### config.mk
export PLATFORM = sky130hd
export DESIGN_NAME = failover_server_selector_flat
export DESIGN_NICKNAME = d
export VERILOG_FILES = /design/src/hdl/fss_pkg.sv /design/src/hdl/fss_in_if.sv /design/src/hdl/fss_out_if.sv /design/src/hdl/failover_server_selector.sv /design/src/hdl/fss_mod.sv /design/src/flat_wrapper.sv
export SDC_FILE = /design/constraint.sdc
export NUM_CORES = 2
export LEC_CHECK = 0
export BUFFER_PORTS_ARGS = -buffer_cell sky130_fd_sc_hd__buf_4
export CORE_MARGIN = 2
export CORE_UTILIZATION = 45
export DETAILED_ROUTE_END_ITERATION = 16
export GPL_ROUTABILITY_DRIVEN = 0
export HOLD_SLACK_MARGIN = 0.12
export PLACE_DENSITY = 0.67
export SLEW_MARGIN = 5
export SYNTH_ARGS = -nofsm -noshare
export SYNTH_HDL_FRONTEND = slang
export SYNTH_SLANG_ARGS = --single-unit
### constraint.sdc
create_clock -name clk -period 9.8 [get_ports clk]
set_input_delay 1.47 -clock clk [delete_from_list [all_inputs] [get_ports clk]]
set_output_delay 1.47 -clock clk [all_outputs]
set_load 0.05 [all_outputs]
### src/hdl/fss_pkg.sv
// fss_pkg: shared widths, register indexes, reset values and types
// for the failover server selector; no dependencies
package fss_pkg;

  localparam int MAX_SERVERS = 16;
  localparam int THR_W       = 8;
  localparam int CNT_VAL_W   = 8;
  localparam int TIME_W      = 32;
  localparam int MASK_W      = 16;
  localparam int IDX_OUT_W   = 4;
  localparam int RND_W       = 16;
  localparam int STEP_W      = $clog2(RND_W);
  localparam int CFG_ADDR_W  = 3;
  localparam int CFG_DATA_W  = 32;

  // opcodes and server kinds
  localparam logic OP_FAIL      = 1'b1;
  localparam logic KIND_SCRIPTS = 1'b1;

  // configuration register indexes
  localparam logic [CFG_ADDR_W-1:0] REG_REST_THR   = 3'd0;
  localparam logic [CFG_ADDR_W-1:0] REG_REST_TIME  = 3'd1;
  localparam logic [CFG_ADDR_W-1:0] REG_RETRY_TIME = 3'd2;
  localparam logic [CFG_ADDR_W-1:0] REG_TYPE0_MASK = 3'd3;
  localparam logic [CFG_ADDR_W-1:0] REG_TYPE1_MASK = 3'd4;

  // configuration reset values
  localparam logic [THR_W-1:0]  RST_REST_THR   = 8'd3;
  localparam logic [TIME_W-1:0] RST_REST_TIME  = 32'd600;
  localparam logic [TIME_W-1:0] RST_RETRY_TIME = 32'd30;
  localparam logic [MASK_W-1:0] RST_TYPE_MASK  = 16'h0001;

  typedef struct packed {
    logic [IDX_OUT_W-1:0] server_index;
    logic                 index_valid;
    logic                 entered_rest;
    logic [MASK_W-1:0]    released_mask;
    logic                 all_cleared;
    logic                 none_supported;
  } fss_res_t;

  typedef struct packed {
    logic             start;
    logic [RND_W-1:0] dividend;
  } fss_mod_req_t;

endpackage

### src/hdl/fss_in_if.sv
// fss_in_if: request channel of the failover server selector
// depends on fss_pkg
interface fss_in_if;
  import fss_pkg::*;

  logic              valid;
  logic              ready;
  logic              opcode;
  logic              server_kind;
  logic [TIME_W-1:0] now_seconds;
  logic [RND_W-1:0]  random_value;

  modport source (output valid, output opcode, output server_kind,
                  output now_seconds, output random_value, input ready);
  modport sink   (input valid, input opcode, input server_kind,
                  input now_seconds, input random_value, output ready);
endinterface

### src/hdl/fss_out_if.sv
// fss_out_if: result channel of the failover server selector
// depends on fss_pkg
interface fss_out_if;
  import fss_pkg::*;

  logic                 valid;
  logic                 ready;
  logic [IDX_OUT_W-1:0] server_index;
  logic                 index_valid;
  logic                 entered_rest;
  logic [MASK_W-1:0]    released_mask;
  logic                 all_cleared;
  logic                 none_supported;

  modport source (output valid, output server_index, output index_valid,
                  output entered_rest, output released_mask, output all_cleared,
                  output none_supported, input ready);
  modport sink   (input valid, input server_index, input index_valid,
                  input entered_rest, input released_mask, input all_cleared,
                  input none_supported, output ready);
endinterface

### src/hdl/failover_server_selector.sv
// failover_server_selector: top level, per-server failure tracking and pick
// depends on fss_pkg, fss_in_if, fss_out_if, fss_mod
//
// usage
//   in_if carries one item: opcode (select or report failure of the last
//   pick), server_kind, now_seconds and random_value. out_if returns exactly
//   one result item per request. cfg_we/cfg_addr/cfg_wdata write the five
//   settings registers (threshold, rest time, retry time, two support masks)
//   and the user must write them only while the block is idle (not enforced)
// steps from accept to out_if.valid
//   failure report: read of the charged entry, update, output load;
//   only the output load when nothing has been picked yet
//   select: scan of the N = min(NUM_SERVERS, 16) entries through the
//   single add/compare unit, decision on the pool, the remainder unit
//   (one random bit per cycle, then done), a walk over the pool bits and
//   the output load; only the scan, the decision and the output load
//   when no server supports the type
//   one item is worked on at a time; in_if.ready is high only when idle,
//   which it is again on the cycle the result appears
// reset
//   synchronous, active low: settings return to their defaults, all
//   per-server valid bits drop (an invalid entry reads as count 0, time 0),
//   the last pick is forgotten and out_if.valid drops
// back pressure
//   the result sits in an output register; a new item is accepted while it
//   waits, and a finished item holds in the output state until out_if frees
module failover_server_selector #(
  parameter int NUM_SERVERS = 16
) (
  input  logic                              clk,
  input  logic                              rst_n,
  fss_in_if.sink                            in_if,
  fss_out_if.source                         out_if,
  input  logic                              cfg_we,
  input  logic [fss_pkg::CFG_ADDR_W-1:0]    cfg_addr,
  input  logic [fss_pkg::CFG_DATA_W-1:0]    cfg_wdata
);
  import fss_pkg::*;

  // servers at index 16 and up have no support bit and never get touched
  localparam int NUM_ACT  = (NUM_SERVERS < MAX_SERVERS) ? NUM_SERVERS : MAX_SERVERS;
  localparam int IDX_W    = (NUM_ACT > 1) ? $clog2(NUM_ACT) : 1;
  localparam int CNT_W    = $clog2(NUM_ACT + 1);
  localparam logic [IDX_W-1:0] LAST_IDX = IDX_W'(NUM_ACT - 1);

  typedef enum logic [7:0] {
    ST_IDLE   = 8'b0000_0001,
    ST_FRD    = 8'b0000_0010,
    ST_FWR    = 8'b0000_0100,
    ST_SCAN   = 8'b0000_1000,
    ST_DECIDE = 8'b0001_0000,
    ST_MOD    = 8'b0010_0000,
    ST_PICK   = 8'b0100_0000,
    ST_OUT    = 8'b1000_0000
  } state_t;

  state_t state_r;

  // settings registers
  logic [THR_W-1:0]  thr_r;
  logic [TIME_W-1:0] rest_time_r;
  logic [TIME_W-1:0] retry_time_r;
  logic [MASK_W-1:0] mask0_r;
  logic [MASK_W-1:0] mask1_r;

  // per-server store, valid bits cleared by reset
  logic [CNT_VAL_W-1:0] cnt_mem [NUM_ACT];
  logic [TIME_W-1:0]    time_mem [NUM_ACT];
  logic [NUM_ACT-1:0]   vld_r;
  logic [CNT_VAL_W-1:0] cnt_rd_r;
  logic [TIME_W-1:0]    time_rd_r;
  logic                 ent_vld_r;

  // item and scan state
  logic [TIME_W-1:0]  now_r;
  logic [RND_W-1:0]   rnd_r;
  logic [NUM_ACT-1:0] sup_mask_r;
  logic [NUM_ACT-1:0] elig_r;
  logic [NUM_ACT-1:0] rel_r;
  logic [NUM_ACT-1:0] pool_r;
  logic [CNT_W-1:0]   n_sup_r;
  logic [CNT_W-1:0]   n_elig_r;
  logic [IDX_W-1:0]   scan_idx_r;
  logic [IDX_W-1:0]   eval_idx_r;
  logic               issue_on_r;
  logic               eval_vld_r;
  logic [IDX_W-1:0]   pick_idx_r;
  logic [CNT_W-1:0]   seen_r;
  logic [CNT_W-1:0]   tgt_r;
  logic [IDX_W-1:0]   last_pick_r;
  logic               last_pick_valid_r;
  fss_res_t           res_r;
  fss_res_t           out_r;
  logic               out_valid_r;

  // combinational
  logic [MASK_W-1:0]    sel_mask;
  logic [IDX_W-1:0]     rd_addr;
  logic [IDX_W-1:0]     wr_addr;
  logic                 cnt_we;
  logic                 time_we;
  logic [CNT_VAL_W-1:0] cnt_wdata;
  logic [CNT_VAL_W-1:0] cnt_eff;
  logic [TIME_W-1:0]    time_eff;
  logic                 resting;
  logic [TIME_W-1:0]    add_op;
  logic [TIME_W:0]      time_sum;
  logic                 passed;
  logic [CNT_VAL_W-1:0] cnt_inc;
  logic                 sup_bit;
  logic                 eval_elig;
  logic                 eval_rel;
  logic                 use_sup;
  logic                 out_free;
  logic                 pick_hit;
  logic [IDX_OUT_W-1:0] pick_ext;
  logic [IDX_OUT_W-1:0] last_ext;
  logic [MASK_W-1:0]    rel_ext;
  fss_mod_req_t         mod_req;
  logic [CNT_W-1:0]     mod_dsr;
  logic                 mod_done;
  logic [CNT_W-1:0]     mod_rem;

  // settings write port
  always_ff @(posedge clk) begin
    if (!rst_n) begin
      thr_r        <= RST_REST_THR;
      rest_time_r  <= RST_REST_TIME;
      retry_time_r <= RST_RETRY_TIME;
      mask0_r      <= RST_TYPE_MASK;
      mask1_r      <= RST_TYPE_MASK;
    end else if (cfg_we) begin
      unique case (cfg_addr)
        REG_REST_THR:   thr_r        <= cfg_wdata[THR_W-1:0];
        REG_REST_TIME:  rest_time_r  <= cfg_wdata[TIME_W-1:0];
        REG_RETRY_TIME: retry_time_r <= cfg_wdata[TIME_W-1:0];
        REG_TYPE0_MASK: mask0_r      <= cfg_wdata[MASK_W-1:0];
        REG_TYPE1_MASK: mask1_r      <= cfg_wdata[MASK_W-1:0];
        default: ;
      endcase
    end
  end

  // shared add/compare unit: one entry evaluated per cycle
  always_comb begin
    sel_mask  = (in_if.server_kind == KIND_SCRIPTS) ? mask1_r : mask0_r;
    cnt_eff   = ent_vld_r ? cnt_rd_r : '0;
    time_eff  = ent_vld_r ? time_rd_r : '0;
    resting   = (cnt_eff >= thr_r);
    add_op    = resting ? rest_time_r : retry_time_r;
    // 33-bit sum, no wrap
    time_sum  = {1'b0, time_eff} + {1'b0, add_op};
    passed    = (time_sum < {1'b0, now_r});
    cnt_inc   = (cnt_eff == '1) ? cnt_eff : cnt_eff + 1'b1;
    sup_bit   = sup_mask_r[eval_idx_r];
    eval_elig = eval_vld_r && sup_bit && passed;
    eval_rel  = eval_elig && resting;
  end

  // store ports: failure update or release of a resting server
  always_comb begin
    rd_addr   = (state_r == ST_FRD) ? last_pick_r : scan_idx_r;
    time_we   = (state_r == ST_FWR);
    // an invalid entry already reads as count zero
    cnt_we    = time_we || (eval_rel && ent_vld_r);
    wr_addr   = time_we ? last_pick_r : eval_idx_r;
    cnt_wdata = time_we ? cnt_inc : '0;
  end

  always_ff @(posedge clk) begin
    cnt_rd_r  <= cnt_mem[rd_addr];
    time_rd_r <= time_mem[rd_addr];
    ent_vld_r <= vld_r[rd_addr];
    if (cnt_we) begin
      cnt_mem[wr_addr] <= cnt_wdata;
    end
    if (time_we) begin
      time_mem[wr_addr] <= now_r;
    end
  end

  // pool choice, remainder request, index widening
  always_comb begin
    use_sup          = (n_elig_r == '0);
    mod_req.start    = (state_r == ST_DECIDE) && (n_sup_r != '0);
    mod_req.dividend = rnd_r;
    mod_dsr          = use_sup ? n_sup_r : n_elig_r;
    out_free         = !out_valid_r || out_if.ready;
    pick_hit         = pool_r[pick_idx_r] && (seen_r == tgt_r);
    pick_ext         = '0;
    pick_ext[IDX_W-1:0] = pick_idx_r;
    last_ext         = '0;
    last_ext[IDX_W-1:0] = last_pick_r;
    rel_ext          = '0;
    rel_ext[NUM_ACT-1:0] = rel_r;
  end

  fss_mod #(
    .DIV_W (CNT_W)
  ) u_mod (
    .clk     (clk),
    .rst_n   (rst_n),
    .req     (mod_req),
    .divisor (mod_dsr),
    .done    (mod_done),
    .rem     (mod_rem)
  );

  // sequencer and control state
  always_ff @(posedge clk) begin
    if (!rst_n) begin
      state_r           <= ST_IDLE;
      vld_r             <= '0;
      issue_on_r        <= 1'b0;
      eval_vld_r        <= 1'b0;
      last_pick_r       <= '0;
      last_pick_valid_r <= 1'b0;
      out_valid_r       <= 1'b0;
    end else begin
      eval_vld_r <= (state_r == ST_SCAN) && issue_on_r;
      // a new result loads in the cycle the old one leaves
      if ((state_r == ST_OUT) && out_free) begin
        out_valid_r <= 1'b1;
      end else if (out_valid_r && out_if.ready) begin
        out_valid_r <= 1'b0;
      end
      unique case (state_r)
        ST_IDLE: begin
          if (in_if.valid) begin
            if (in_if.opcode == OP_FAIL) begin
              // nothing picked yet: all-zero result
              state_r <= last_pick_valid_r ? ST_FRD : ST_OUT;
            end else begin
              state_r    <= ST_SCAN;
              issue_on_r <= 1'b1;
            end
          end
        end
        ST_FRD: begin
          state_r <= ST_FWR;
        end
        ST_FWR: begin
          vld_r[last_pick_r] <= 1'b1;
          state_r            <= ST_OUT;
        end
        ST_SCAN: begin
          if (issue_on_r && (scan_idx_r == LAST_IDX)) begin
            issue_on_r <= 1'b0;
          end
          if (eval_vld_r && (eval_idx_r == LAST_IDX)) begin
            state_r <= ST_DECIDE;
          end
        end
        ST_DECIDE: begin
          if (n_sup_r == '0) begin
            state_r <= ST_OUT;
          end else begin
            // no eligible server: every supporting server back to zero
            if (use_sup) begin
              vld_r <= vld_r & ~sup_mask_r;
            end
            state_r <= ST_MOD;
          end
        end
        ST_MOD: begin
          if (mod_done) begin
            state_r <= ST_PICK;
          end
        end
        ST_PICK: begin
          if (pick_hit) begin
            last_pick_r       <= pick_idx_r;
            last_pick_valid_r <= 1'b1;
            state_r           <= ST_OUT;
          end
        end
        ST_OUT: begin
          if (out_free) begin
            state_r <= ST_IDLE;
          end
        end
        default: state_r <= ST_IDLE;
      endcase
    end
  end

  // datapath registers
  always_ff @(posedge clk) begin
    unique case (state_r)
      ST_IDLE: begin
        if (in_if.valid) begin
          now_r      <= in_if.now_seconds;
          rnd_r      <= in_if.random_value;
          sup_mask_r <= sel_mask[NUM_ACT-1:0];
          res_r      <= '0;
          scan_idx_r <= '0;
          elig_r     <= '0;
          rel_r      <= '0;
          n_sup_r    <= '0;
          n_elig_r   <= '0;
        end
      end
      ST_FRD: ;
      ST_FWR: begin
        res_r.server_index <= last_ext;
        res_r.index_valid  <= 1'b1;
        res_r.entered_rest <= (cnt_inc >= thr_r);
      end
      ST_SCAN: begin
        eval_idx_r <= scan_idx_r;
        if (issue_on_r && (scan_idx_r != LAST_IDX)) begin
          scan_idx_r <= scan_idx_r + 1'b1;
        end
        if (eval_vld_r && sup_bit) begin
          n_sup_r <= n_sup_r + 1'b1;
        end
        if (eval_elig) begin
          elig_r[eval_idx_r] <= 1'b1;
          n_elig_r           <= n_elig_r + 1'b1;
        end
        if (eval_rel) begin
          rel_r[eval_idx_r] <= 1'b1;
        end
      end
      ST_DECIDE: begin
        res_r.released_mask <= rel_ext;
        if (n_sup_r == '0) begin
          res_r.none_supported <= 1'b1;
        end else begin
          res_r.all_cleared <= use_sup;
          pool_r            <= use_sup ? sup_mask_r : elig_r;
        end
      end
      ST_MOD: begin
        if (mod_done) begin
          tgt_r      <= mod_rem;
          pick_idx_r <= '0;
          seen_r     <= '0;
        end
      end
      ST_PICK: begin
        // walk the pool one bit a cycle to the target-th set bit
        if (pick_hit) begin
          res_r.server_index <= pick_ext;
          res_r.index_valid  <= 1'b1;
        end else begin
          pick_idx_r <= pick_idx_r + 1'b1;
          if (pool_r[pick_idx_r]) begin
            seen_r <= seen_r + 1'b1;
          end
        end
      end
      ST_OUT: begin
        if (out_free) begin
          out_r <= res_r;
        end
      end
      default: ;
    endcase
  end

  assign in_if.ready           = (state_r == ST_IDLE);
  assign out_if.valid          = out_valid_r;
  assign out_if.server_index   = out_r.server_index;
  assign out_if.index_valid    = out_r.index_valid;
  assign out_if.entered_rest   = out_r.entered_rest;
  assign out_if.released_mask  = out_r.released_mask;
  assign out_if.all_cleared    = out_r.all_cleared;
  assign out_if.none_supported = out_r.none_supported;

endmodule

### src/hdl/fss_mod.sv
// fss_mod: iterative restoring remainder, one dividend bit per cycle
// depends on fss_pkg
module fss_mod #(
  parameter int DIV_W = 5
) (
  input  logic                      clk,
  input  logic                      rst_n,
  input  fss_pkg::fss_mod_req_t     req,
  input  logic [DIV_W-1:0]          divisor,
  output logic                      done,
  output logic [DIV_W-1:0]          rem
);
  import fss_pkg::*;

  logic              busy_r;
  logic              done_r;
  logic [STEP_W-1:0] step_r;
  logic [RND_W-1:0]  dvd_r;
  logic [DIV_W-1:0]  rem_r;
  logic [DIV_W-1:0]  dsr_r;
  logic [DIV_W:0]    rem_sh;
  logic [DIV_W:0]    rem_sub;
  logic              last_step;

  // remainder stays below the divisor, so one subtract per step is enough
  always_comb begin
    rem_sh    = {rem_r, dvd_r[RND_W-1]};
    rem_sub   = rem_sh - {1'b0, dsr_r};
    last_step = (step_r == STEP_W'(RND_W - 1));
  end

  always_ff @(posedge clk) begin
    if (!rst_n) begin
      busy_r <= 1'b0;
      done_r <= 1'b0;
    end else begin
      done_r <= busy_r && last_step;
      if (req.start) begin
        busy_r <= 1'b1;
      end else if (busy_r && last_step) begin
        busy_r <= 1'b0;
      end
    end
  end

  always_ff @(posedge clk) begin
    if (req.start) begin
      step_r <= '0;
      dvd_r  <= req.dividend;
      rem_r  <= '0;
      dsr_r  <= divisor;
    end else if (busy_r) begin
      step_r <= step_r + 1'b1;
      dvd_r  <= {dvd_r[RND_W-2:0], 1'b0};
      if (rem_sh >= {1'b0, dsr_r}) begin
        rem_r <= rem_sub[DIV_W-1:0];
      end else begin
        rem_r <= rem_sh[DIV_W-1:0];
      end
    end
  end

  assign done = done_r;
  assign rem  = rem_r;

endmodule

### src/flat_wrapper.sv
// flat-port wrapper written by rule: the top's interface ports become plain ports
module failover_server_selector_flat import fss_pkg::*;
#(
  parameter int NUM_SERVERS = 16
)
  (clk, rst_n, cfg_we, cfg_addr, cfg_wdata, in_if_valid, in_if_opcode, in_if_server_kind, in_if_now_seconds, in_if_random_value, in_if_ready, out_if_valid, out_if_server_index, out_if_index_valid, out_if_entered_rest, out_if_released_mask, out_if_all_cleared, out_if_none_supported, out_if_ready);
  fss_in_if in_if_i ();
  fss_out_if out_if_i ();
  input  logic clk;
  input  logic rst_n;
  input  logic cfg_we;
  input  logic [fss_pkg::CFG_ADDR_W-1:0] cfg_addr;
  input  logic [fss_pkg::CFG_DATA_W-1:0] cfg_wdata;
  input wire logic [$bits(in_if_i.valid)-1:0] in_if_valid;
  input wire logic [$bits(in_if_i.opcode)-1:0] in_if_opcode;
  input wire logic [$bits(in_if_i.server_kind)-1:0] in_if_server_kind;
  input wire logic [$bits(in_if_i.now_seconds)-1:0] in_if_now_seconds;
  input wire logic [$bits(in_if_i.random_value)-1:0] in_if_random_value;
  output wire logic [$bits(in_if_i.ready)-1:0] in_if_ready;
  output wire logic [$bits(out_if_i.valid)-1:0] out_if_valid;
  output wire logic [$bits(out_if_i.server_index)-1:0] out_if_server_index;
  output wire logic [$bits(out_if_i.index_valid)-1:0] out_if_index_valid;
  output wire logic [$bits(out_if_i.entered_rest)-1:0] out_if_entered_rest;
  output wire logic [$bits(out_if_i.released_mask)-1:0] out_if_released_mask;
  output wire logic [$bits(out_if_i.all_cleared)-1:0] out_if_all_cleared;
  output wire logic [$bits(out_if_i.none_supported)-1:0] out_if_none_supported;
  input wire logic [$bits(out_if_i.ready)-1:0] out_if_ready;
  assign in_if_i.valid = in_if_valid;
  assign in_if_i.opcode = in_if_opcode;
  assign in_if_i.server_kind = in_if_server_kind;
  assign in_if_i.now_seconds = in_if_now_seconds;
  assign in_if_i.random_value = in_if_random_value;
  assign in_if_ready = in_if_i.ready;
  assign out_if_valid = out_if_i.valid;
  assign out_if_server_index = out_if_i.server_index;
  assign out_if_index_valid = out_if_i.index_valid;
  assign out_if_entered_rest = out_if_i.entered_rest;
  assign out_if_released_mask = out_if_i.released_mask;
  assign out_if_all_cleared = out_if_i.all_cleared;
  assign out_if_none_supported = out_if_i.none_supported;
  assign out_if_i.ready = out_if_ready;
  failover_server_selector #(.NUM_SERVERS(NUM_SERVERS)) u_core (.clk(clk), .rst_n(rst_n), .in_if(in_if_i), .out_if(out_if_i), .cfg_we(cfg_we), .cfg_addr(cfg_addr), .cfg_wdata(cfg_wdata));
endmodule
Word level (Yosys, flattened, before mapping)

Memories as Yosys holds them, arrays and structs flattened. A register that Yosys moved wholly into a read port is not among the register bits.
Index checks and enable logic that the tools add are counted.

RAM bits: 640
Memories: 2
Flip-flop bits (word level): 361
Word-level logic and storage cells: 234
Output and inout bits: 26

Reductions and logical operators: 55
$add $sub $neg: 9
Magnitude comparators: 10
Multiplexer cells: 74
Equal/unequal tests: 34
Bitwise operators: 6

Memories:

| memory          | depth | width | rd ports | clocked after memory_dff | write ports | RTL line                       | RTL |
|---|---|---|---|---|---|---|---|
| u_core.time_mem | 16    | 32    | 1        | 1                        | 1           | failover_server_selector.sv:68 | `logic [TIME_W-1:0] time_mem [NUM_ACT];` |
| u_core.cnt_mem  | 16    | 8     | 1        | 1                        | 1           | failover_server_selector.sv:67 | `logic [CNT_VAL_W-1:0] cnt_mem [NUM_ACT];` |

Operators with widths:

| kind                                                        | count |
|---|---|
| 2-to-1 mux 16 bit                                           | 9 |
| case mux 16 bit (2 select lines)                            | 3 |
| 2-to-1 mux 8 bit                                            | 11 |
| 2-to-1 mux 32 bit                                           | 2 |
| case mux 8 bit (8 select lines)                             | 1 |
| bitwise OR 16 bit                                           | 3 |
| 2-to-1 mux 5 bit                                            | 9 |
| case mux 18 bit (2 select lines)                            | 1 |
| adder 32 x 32 -> 33 bit                                     | 1 |
| less-than comparator 33 x 32 -> 1 bit                       | 1 |
| case mux 5 bit (2 select lines)                             | 3 |
| AND reduction 3 bit                                         | 9 |
| 2-to-1 mux 24 bit                                           | 1 |
| 2-to-1 mux 4 bit                                            | 6 |
| AND reduction 2 bit                                         | 12 |
| less-than comparator 4 x 5 -> 1 bit (second input constant) | 4 |
| != test 2 bit (second input constant)                       | 10 |
| 2-to-1 mux 1 bit                                            | 18 |
| AND 16 bit                                                  | 1 |
| == test 8 bit (second input constant)                       | 2 |
| greater-or-equal comparator 8 bit                           | 2 |
| NOT 16 bit                                                  | 1 |
| case mux 4 bit (2 select lines)                             | 2 |
| nonzero test 2 bit                                          | 8 |
| other kinds (34)                                            | 68 |

Longest topological paths before layout

Word-level depth: 11
Gate-level depth with buffers: 32
Gate-level depth less buffers: 29

Cells and area by module

From an unflattened synthesis, not the netlist that was laid out.

Cell total of the unflattened synthesis: 2804
Area, all modules: 43167.7 µm²

By module, submodules not included:

| module                   | area each (µm²) | seq. area each (µm²) | cells each | times used |
|---|---|---|---|---|
| failover_server_selector | 41700.0         | 28527.4              | 2694       | 1 |
| fss_mod                  | 1467.7          | 850.8                | 110        | 1 |

Worst setup path before layout

No wires, ideal clock.

Kind: register -> register
Start point: reg u_core.ent_vld_r
End point: reg u_core.rel_r[0], in the netlist u_core.rel_ext[0] (enable)
Buffers on the path: 3
Cell stages (with the launch flop): 30
Path slack: 2.819 ns
Data required time: 9.389 ns
Arrival time: 6.570 ns
Cell sequence: dfxtp_1 clkbuf_1 clkbuf_1 and2_1 ha_1 o21ai_0 a21oi_1 o22ai_1 inv_1 clkbuf_1 nand2_1 nand2_1 ha_1 a21o_1 a21o_1 a221o_1 a2111oi_0 a311oi_1 nand3b_1 nand2_1 xnor2_1 ha_1 nand2_1 o21ai_0 a2111oi_0 o21ai_0 a211o_1 a211oi_1 nand2_1 o21ai_0

Word-level cells in the longest chain between the ends: 9

RTL lines:

| element                                     | RTL line                        | RTL |
|---|---|---|
| start, declared                             | failover_server_selector.sv:72  | `logic ent_vld_r;` |
| start signal, assigned                      | failover_server_selector.sv:173 | `ent_vld_r <= vld_r[rd_addr];` |
| 2-to-1 mux 8 bit                            | failover_server_selector.sv:147 | `cnt_eff = ent_vld_r ? cnt_rd_r : '0;` |
| greater-or-equal comparator 8 bit           | failover_server_selector.sv:149 | `resting = (cnt_eff >= thr_r);` |
| 2-to-1 mux 32 bit                           | failover_server_selector.sv:150 | `add_op = resting ? rest_time_r : retry_time_r;` |
| adder 32 x 32 -> 33 bit                     | failover_server_selector.sv:152 | `time_sum = {1'b0, time_eff} + {1'b0, add_op};` |
| less-than comparator 33 x 32 -> 1 bit       | failover_server_selector.sv:153 | `passed = (time_sum < {1'b0, now_r});` |
| logical AND 1 bit                           | failover_server_selector.sv:156 | `eval_elig = eval_vld_r && sup_bit && passed;` |
| logical AND 1 bit (*)                       | failover_server_selector.sv:157 | `eval_rel = eval_elig && resting;` |
| != test 2 x 1 -> 1 bit (no source line) (*) | n/a                             |  |
| AND reduction 3 bit (no source line) (*)    | n/a                             |  |
| end signal, assigned                        | failover_server_selector.sv:298 | `rel_r <= '0;` |
| end signal, assigned by index               | failover_server_selector.sv:322 | `rel_r[eval_idx_r] <= 1'b1;` |
| end, declared                               | failover_server_selector.sv:79  | `logic [NUM_ACT-1:0] rel_r;` |

Mark *: on every way between the ends. The rest lies on a longest branch, timed or not.
A chain may end at the register's enable or synchronous reset.

Worst setup path in the final report

Start point: reg u_core.ent_vld_r
End point: mem u_core.cnt_mem[4][4] (enable)

Word-level cells in the longest chain between the ends: 11

RTL lines:

| element                                    | RTL line                        | RTL |
|---|---|---|
| 2-to-1 mux 8 bit                           | failover_server_selector.sv:147 |  |
| greater-or-equal comparator 8 bit          | failover_server_selector.sv:149 |  |
| 2-to-1 mux 32 bit                          | failover_server_selector.sv:150 |  |
| adder 32 x 32 -> 33 bit                    | failover_server_selector.sv:152 |  |
| less-than comparator 33 x 32 -> 1 bit      | failover_server_selector.sv:153 |  |
| logical AND 1 bit                          | failover_server_selector.sv:156 |  |
| logical AND 1 bit                          | failover_server_selector.sv:157 |  |
| logical AND 1 bit (*)                      | failover_server_selector.sv:165 | `cnt_we = time_we \|\| (eval_rel && ent_vld_r);` |
| logical OR 1 bit (*)                       | failover_server_selector.sv:165 |  |
| 2-to-1 mux 1 bit (*)                       | failover_server_selector.sv:174 | `if (cnt_we) begin` |
| 2-to-1 mux 1 bit (implied by the code) (*) | failover_server_selector.sv:175 | `cnt_mem[wr_addr] <= cnt_wdata;` |
| end, declared                              | failover_server_selector.sv:67  |  |

Marks and branches as above.

==> results.yml <==
sta:
  report.final.setup_viol: 0
  final.setup.tns_ns: 0
  finalCritPeriodShare_pct: 89.3
  slew_violations: 0
  slew_headroom_pct: 25.1
  fin_crit_ns: 8.75
  rsz0062_at_grt: "false"
  worstMarginPinSlew_ns: 1.12
  skew_ns: 0.0348
  hold_viol_final: 0
  max_freq_mhz: 114
setup_path:
  r2r_end: "u_core.cnt_mem[4][4]"
  crit_slowest_cell: "and3_1"
  worstSetupStartpointType: "flop"
  crit_arrival_ns: 9.07
  cp-end-kind: "flop"
  cp-startpoint: "u_core.ent_vld_r"
  r2r_start: "u_core.ent_vld_r"
  required_ns: 10.12
  rrSetupSlack_ns: 1.05
  path_max_fanout: 34
  crit_path_max_incr_delay_ns: 0.84
  endpoint: "u_core.cnt_mem[4][4]"
  path_common_cell: "nand2_1"
  path_class: "reg -> reg"
  r2r_cells: 27
final_layout:
  drive_gt1_share_pct: 16.6
  antenna_cells: 0
  area_growth_pct: 12.7
  final_cells: 4401
  fin_nets: 3222
clocking:
  cts_tree: "built"
  clockBufferDepth: 3
  numCtsBuffers: 105
  clk_latency_ns: 0.68
  h-tree-depth: 3
  cts_resized: 0
  clk_pin_slew_worst_paths_ns: 0.06
  cts.sinks: 1041
  cts_root_buf: "clkbuf_16"
  cts_hold_buf: 0
  cts_setup_buffers: 0
die:
  core_area_sq_um: 96300
  die_height_um: 315
  dieArea_sq_um: 99200
  start_util_pct: 45.2
  io_pins: 116
  rows: 114
  fp.dieW_um: 315
logic_synthesis:
  seq_area_frac_synth_pct: 67.5
  synth_top_cell_area_share_pct: 58.9
  synth_top_cell_by_area: "edfxtp_1"
  synth-seq-cells: 1041
  syn_area_sq_um: 43500
  synth_area_per_cell_sq_um: 14.9
  synth_ff_type: "edfxtp_1"
  synth_nets: 3103
  ys_types: 72
  yosys_warnings: 0
  netlist_top_cells_area: "edfxtp_1 59%, dfxtp_1 8.6%, mux4_2 6.6%, nand2_1 4.3%, mux4_1 2.8%"
  synth_edf_count: 853
  async_flop_share_pct: 0
  syn_inst: 2918
drt:
  viasPerCell: 5.59
  routed_wl_um: 101000
  drc_errors: 0
  ant_nets: 0
  via_count: 24600
  first_pass_iters: 6
  wire_per_inst_um: 22.9
  drt_iter0_drc: 2215
global_routing:
  grt_use_total_pct: 20.3
  grt_pass1_vias: 24100
  antenna_found_initial: 1
  grt_pass1_wl_um: 151000
  grt_start_max_net_pins: 129
  grt-ovfl-total: 0
run_status:
  status: "completed"
placed_design:
  dp_cells: 4206
  hpwl_um: 59000
  port_buffers: 115
job:
  maxCapViolCount: 0
pwr:
  p_leak_nw: 17.8
  ir_drop_mv: 0.156
  power.total_w: 0.00982
  p_per_area_nw_per_um2: 200
worst_hold_path:
  min_path_type: "reg -> reg"
## sequential cells by signal, indices dropped and copies added, names as in the netlist, 8 cells and up
| name | cells |
|---|---|
| u_core.cnt_mem | 128 |
| u_core.cnt_rd_r | 8 |
| u_core.elig_r | 16 |
| u_core.mask0_r | 16 |
| u_core.mask1_r | 16 |
| u_core.now_r | 32 |
| u_core.out_if.released_mask | 16 |
| u_core.pool_r | 16 |
| u_core.rel_ext | 16 |
| u_core.res_r | 24 |
| u_core.rest_time_r | 32 |
| u_core.retry_time_r | 32 |
| u_core.rnd_r | 16 |
| u_core.state_r | 8 |
| u_core.sup_mask_r | 16 |
| u_core.thr_r | 8 |
| u_core.time_mem | 512 |
| u_core.time_rd_r | 32 |
| u_core.u_mod.dvd_r | 16 |
| u_core.vld_r | 16 |
## cells in the final DEF (no fill, tap or decap), drive strengths merged, types with 64 or more instances in the layout
cell    Yosys  layout
a211oi     64      64
inv        74      79
buf        56     157
mux4      174     174
edfxtp    853     853
and2      117     117
ha         93      93
clkbuf     89     127
a21oi      83      83
nor2      132     132
a21boi     87      87
dfxtp     188     188
nand2     498     498
## critical path, delay by kind of cell, from the launching register on
family / cells / cell delay, ns
flops: 1 / 0.72
simple gates: 8 / 1.95
compound gates: 13 / 3.71
fa+ha+maj: 3 / 0.92
buf+inv: 2 / 0.90
xor+xnor: 1 / 0.13
## synthesized netlist by cell type, types with 7 or more instances
| cell type | instances |
|---|---|
| o211a_1 | 16 |
| buf_6 | 8 |
| nand3_1 | 44 |
| buf_2 | 20 |
| clkbuf_1 | 88 |
| nand2_1 | 498 |
| nand3b_1 | 10 |
| inv_1 | 73 |
| o21bai_1 | 7 |
| nand4_1 | 9 |
| edfxtp_1 | 853 |
| nor2_1 | 132 |
| o21a_1 | 9 |
| mux2i_1 | 10 |
| and3_1 | 13 |
| a31oi_1 | 45 |
| a21oi_1 | 83 |
| nand2b_1 | 13 |
| nor2b_1 | 12 |
| buf_12 | 9 |
| xnor2_1 | 30 |
| xor2_1 | 22 |
| ha_1 | 93 |
| dfxtp_1 | 188 |
| a21boi_0 | 87 |
| nor3_1 | 9 |
| o21ai_0 | 32 |
| mux4_1 | 46 |
| mux4_2 | 128 |
| a211oi_1 | 64 |
| buf_4 | 13 |
| mux2_2 | 34 |
| and2_1 | 115 |
| a21o_1 | 30 |
## logic make-up after synthesis
kind of cell             count (synthesis)  synth area share, %
flip-flops                            1041                 67.5
AO/OA/AOI/OAI                          413                 6.55
buffers and inverters                  220                 2.60
adder cells (fa/ha/maj)                 95                 2.77
XOR/XNOR                                52                 1.05
AND/OR/NAND/NOR                        878                 8.96
multiplexers                           219                 10.6
## how the worst min path moves through the flow
stage | startpoint | to | slack (ns) | depth (start not counted)
2_1_floorplan | u_core.res_r[1] | u_core.out_if.all_cleared | 0.40 | 0
3_3_place_gp | u_core.res_r[15] | u_core.out_if.released_mask[13] | 0.40 | 0
3_5_place_dp | u_core.res_r[14] | u_core.out_if.released_mask[12] | 0.40 | 0
4_1_cts | u_core.res_r[17] | u_core.out_if.released_mask[15] | 0.40 | 0
5_1_grt | u_core.res_r[2] | u_core.out_if.released_mask[0] | 0.42 | 0
6_report | u_core.res_r[17] | u_core.out_if.released_mask[15] | 0.40 | 0
## final cells by class
type,count,area (sq um)
clock buffer,127,2800
clock inverter,68,568
fill,7933,47300
inverter,75,283
multi-input combinational,1657,13200
sequential,1041,29400
tap,1276,1600
timing repair buffer,157,1200
## routing by layer
layer	GRT usage, %	share of wire [%]	vias to the layer above
li1	-	-	11200
met1	27.7	42	12500
met2	34.3	50	742
met3	2.84	5.7	154
met4	5.55	2.4	2
met5	0	0.0079	-
## through the flow
step           area, sq um  setup slack [ns]  util (%)  hold WS [ns]
2_1_floorplan        43500              2.82         -         0.400
3_3_place_gp         45700              1.51      47.4         0.403
3_5_place_dp         45700              1.27      47.4         0.405
4_1_cts              49000              1.24      50.9         0.397
5_1_grt              49000             0.452      50.9         0.419
6_report             49000              1.05      50.9         0.402
## power by group
| group | switching (W) | internal, W |
|---|---|---|
| Clock | 0.00169 | 0.00220 |
| Combinational | 0.000518 | 0.000345 |
| Sequential | 0.000121 | 0.00494 |
(Power assumes the default switching activity.)
